**config.mk**
```make
export PLATFORM = sky130hd
export DESIGN_NAME = rgbls_ram
export DESIGN_NICKNAME = d
export VERILOG_FILES = /design/src/rtl/rgbls_ram.sv
export SDC_FILE = /design/constraint.sdc
export NUM_CORES = 1
export LEC_CHECK = 0
export BUFFER_PORTS_ARGS = -buffer_cell sky130_fd_sc_hd__clkbuf_2
export CAP_MARGIN = 10
export CORE_MARGIN = 2
export CORE_UTILIZATION = 50
export DETAILED_ROUTE_END_ITERATION = 8
export GPL_ROUTABILITY_DRIVEN = 1
export PLACE_DENSITY = 0.67
export SLEW_MARGIN = 20
export SYNTH_ARGS = -nofsm -noshare
export SYNTH_HDL_FRONTEND = slang
export SYNTH_SLANG_ARGS = --single-unit
```
**constraint.sdc**
```tcl
create_clock -name clk -period 3.2 [get_ports clk]
set_input_delay 0.16 -clock clk [delete_from_list [all_inputs] [get_ports clk]]
set_output_delay 0.16 -clock clk [all_outputs]
set_load 0.01 [all_outputs]
```
**src/rtl/rgbls_ram.sv**
```systemverilog
// Generic simple dual-port RAM with one write port and a registered read port.
`timescale 1ns / 1ps

module rgbls_ram #(
    parameter int WIDTH = 8,
    parameter int DEPTH = 16
) (
    input  logic                                         clk,
    input  logic                                         we,
    input  logic [(DEPTH > 1 ? $clog2(DEPTH) : 1)-1:0]   waddr,
    input  logic [WIDTH-1:0]                             wdata,
    input  logic [(DEPTH > 1 ? $clog2(DEPTH) : 1)-1:0]   raddr,
    output logic [WIDTH-1:0]                             rdata
);

    logic [WIDTH-1:0] mem [DEPTH];

    always_ff @(posedge clk)
    begin
        if (we)
        begin
            mem[waddr] <= wdata;
        end
        rdata <= mem[raddr];
    end

endmodule

```
==> impl_results.md <==
* Fillcell total at 725
* CP bufs+invs at 0
* DRC errors left at 0
* CTS tree: done
* Final period util at 0.435
* Seq/Total Area, Yosys at 0.778
* F_max at 718 MHz
* Layout cells sized above 1 at 0.280
* RSZ-0062 raised after global routing: no
* Max Cap Violations at 0
* Setup Skew at 0.00784 ns
* H-tree depth at 4
* Crit. End Element: flip-flop
* Slew @ Worst Pin at 0.994 ns
* First-pass GRT wire length at between 10 and 15 mm
* Vias in the first global route at 2480
* Final WS setup at between 1.5 and 2 ns
* Register share of total power at 0.502
* Setup TNS Final at 0 ns
* Clock Power Share at 0.454
* Post-synthesis cell type count at 19
* Die Footprint at about 11000 µm²
* Iteration-0 DRC Markers at about 120
* Final #Nets at 287
* Switching power total at 0.000803 W
* Comb power frac at 0.044
* Largest net degree at the start of global routing at 33
* Worst IR Drop VDD at 342 µV
* Number of antenna diodes at 0
* Sw Share at 0.201
* CP max stage delay at approximately 0.48 ns
* Gr ovfl total at 0
* Drt wl/cell at about 22 µm
* DR vias at 2383
* Post-DP HPWL at 5.63 mm
* Leakage at around 2.0 nW
* Die Ht at between 100 and 150 µm
* Post-synth top area share at 0.747
* Initial antenna violation count at 0
* Worst hold path type: input port to flip-flop
* Drt pass-1 iters at 4
* #FFs+latches synth at ~140
* Layout area overhead at 15.8%
* Syn Nets at 247
* Number of I/O port buffers at 25
* I/O pin total at 26
* Area leader, netlist: edfxtp_1
* Clock-pin slew on the worst setup and hold paths at ~0.060 ns
* Postcts setup bufs at 0
* CTS sink count at 136
* Cell Pwr Density at roughly 670 nW/µm²
* Slowest cell on the critical path: mux4_2
* Max-slew violations at 0
* Final WL at around 9.3 mm
* Min Tclk post-route at about 1.4 ns
* Status: finished clean
* Crit-path cells: mux4_2, a22oi_1, nand2_1
* Yosys Warn Count at 0
* Setup violators final at 0
* Mean cell area of the mapped netlist at about 22 µm²
* Top delay family on crit path: multiplexers
* Prevailing post-synth register cell: edfxtp_1
* EDFF count, synth at between 100 and 150
* Final hold vios at 0
* Hold_ws at approximately 0.075 ns
* Worst EP required at around 3.6 ns
* Data arrival, critical path at 1.78 ns
* Relative slew margins at 0.335
* Core area at just over 10000 µm²
* Worst skew pair latency at 0.51 ns
* CP Launch Type: flip-flop
* Die Span X at about 110 µm
* Kind of critical path: flip-flop to flip-flop
* Largest cells by area after synthesis: edfxtp_1 75%, mux4_2 7.9%, mux4_1 7.1%, dfxtp_1 3.1%, a22oi_1 2.3%
* Routed Antenna Nets at 0
* Total track usage at 0.185
* Post-synth top cells: 128 x edfxtp_1, 18 x mux4_2, 16 x a22oi_1, 14 x mux4_1, 13 x nor2_1
* Gate Count Post-Synth at around 230
* Post-CTS sizing at 0
* CTS buffer count at 17
* Synth Cell Area at roughly 5100 µm²
* FFs w/ async S/R, synth at 0
* Via density at 5.70
* Num rows at 37
* Worst slack, placed at about 1.4 ns
* GPL Wtd Cong at slightly above 0.7
* Root buffer cell: clkbuf_8
* Bufs on Longest Clock Path at 2
* Count leader, synth: edfxtp_1
* Hold buffer count at cts at 0
* Int Power at 0.00319 W
* CP max FO at 1
* Initial Util at 0.508
cell usage in the layout (no fill, tap or decap), types with 2 or more instances in the layout:
| master | Yosys | routed |
|---|---|---|
| mux4_2 | 18 | 18 |
| nand3b_1 | 2 | 2 |
| edfxtp_1 | 128 | 128 |
| nor3_1 | 4 | 4 |
| dfxtp_1 | 8 | 8 |
| bufinv_16 | 0 | 2 |
| nand2_1 | 9 | 9 |
| buf_4 | 1 | 6 |
| a22oi_1 | 16 | 16 |
| clkbuf_8 | 0 | 2 |
| nand2b_1 | 2 | 2 |
| clkbuf_2 | 0 | 25 |
| clkbuf_16 | 0 | 16 |
| nor2_1 | 13 | 13 |
| mux4_1 | 14 | 14 |
| clkbuf_1 | 0 | 2 |
| clkinv_2 | 0 | 3 |
| clkinvlp_4 | 0 | 4 |
final timing paths:
check,slack (ns),startpoint,cells past startpoint,end
worst max-delay path,1.81,mem[0][4],3,rdata[4]
worst max register to register,1.81,mem[0][4],3,rdata[4]
worst min-delay path,0.07,wdata[7],1,mem[10][7]
worst min register to register,0.69,mem[4][3],3,rdata[3]
cell type report:
type	count	area, µm²	share of cell area
multi-input combinational	83	1060	0.177
clock buffer	20	435	0.0730
clock inverter	12	126	0.0212
sequential	136	4000	0.671
tap	136	170	0.0285
timing repair buffer	31	170	0.0285
metrics by stage:
step | cell area (µm²) | util | instances | power (W)
after floorplan | 5150 | - | 229 | 0.00214
after global placement | 5400 | 0.533 | 386 | 0.00221
after detailed placement | 5400 | 0.533 | 386 | 0.00222
after CTS | 5960 | 0.588 | 418 | 0.00403
after global routing | 5960 | 0.588 | 418 | 0.00412
final | 5960 | 0.588 | 418 | 0.00399
flip-flops by register name, summed over array words and instances, names as in the netlist:
name and cells:
mem 128, rdata 8
kinds of logic after synthesis:
family / Yosys count / synth area share
multiplexers: 32 / 0.150
AND/OR/NAND/NOR: 35 / 0.0318
buffers and inverters: 10 / 0.0168
AO/OA/AOI/OAI: 16 / 0.0233
flip-flops: 136 / 0.778
metal layers:
layer | vias up | share of wire | GRT usage
li1 | 1061 | - | -
met1 | 1251 | 0.43 | 0.255
met2 | 62 | 0.51 | 0.282
met3 | 9 | 0.048 | 0.0631
met4 | 0 | 0.012 | 0.0600
met5 | - | 0 | 0
power by group through the flow:
stage	Combinational (W)	Sequential, W	Clock, W
finish	0.000176	0.00200	0.00181
global route	0.000191	0.00201	0.00192
CTS	0.000180	0.00200	0.00185
detailed placement	0.000179	0.00204	0
global placement	0.000175	0.00204	0
floorplan	0.000101	0.00204	0
Power figures use the tool's default switching activity.
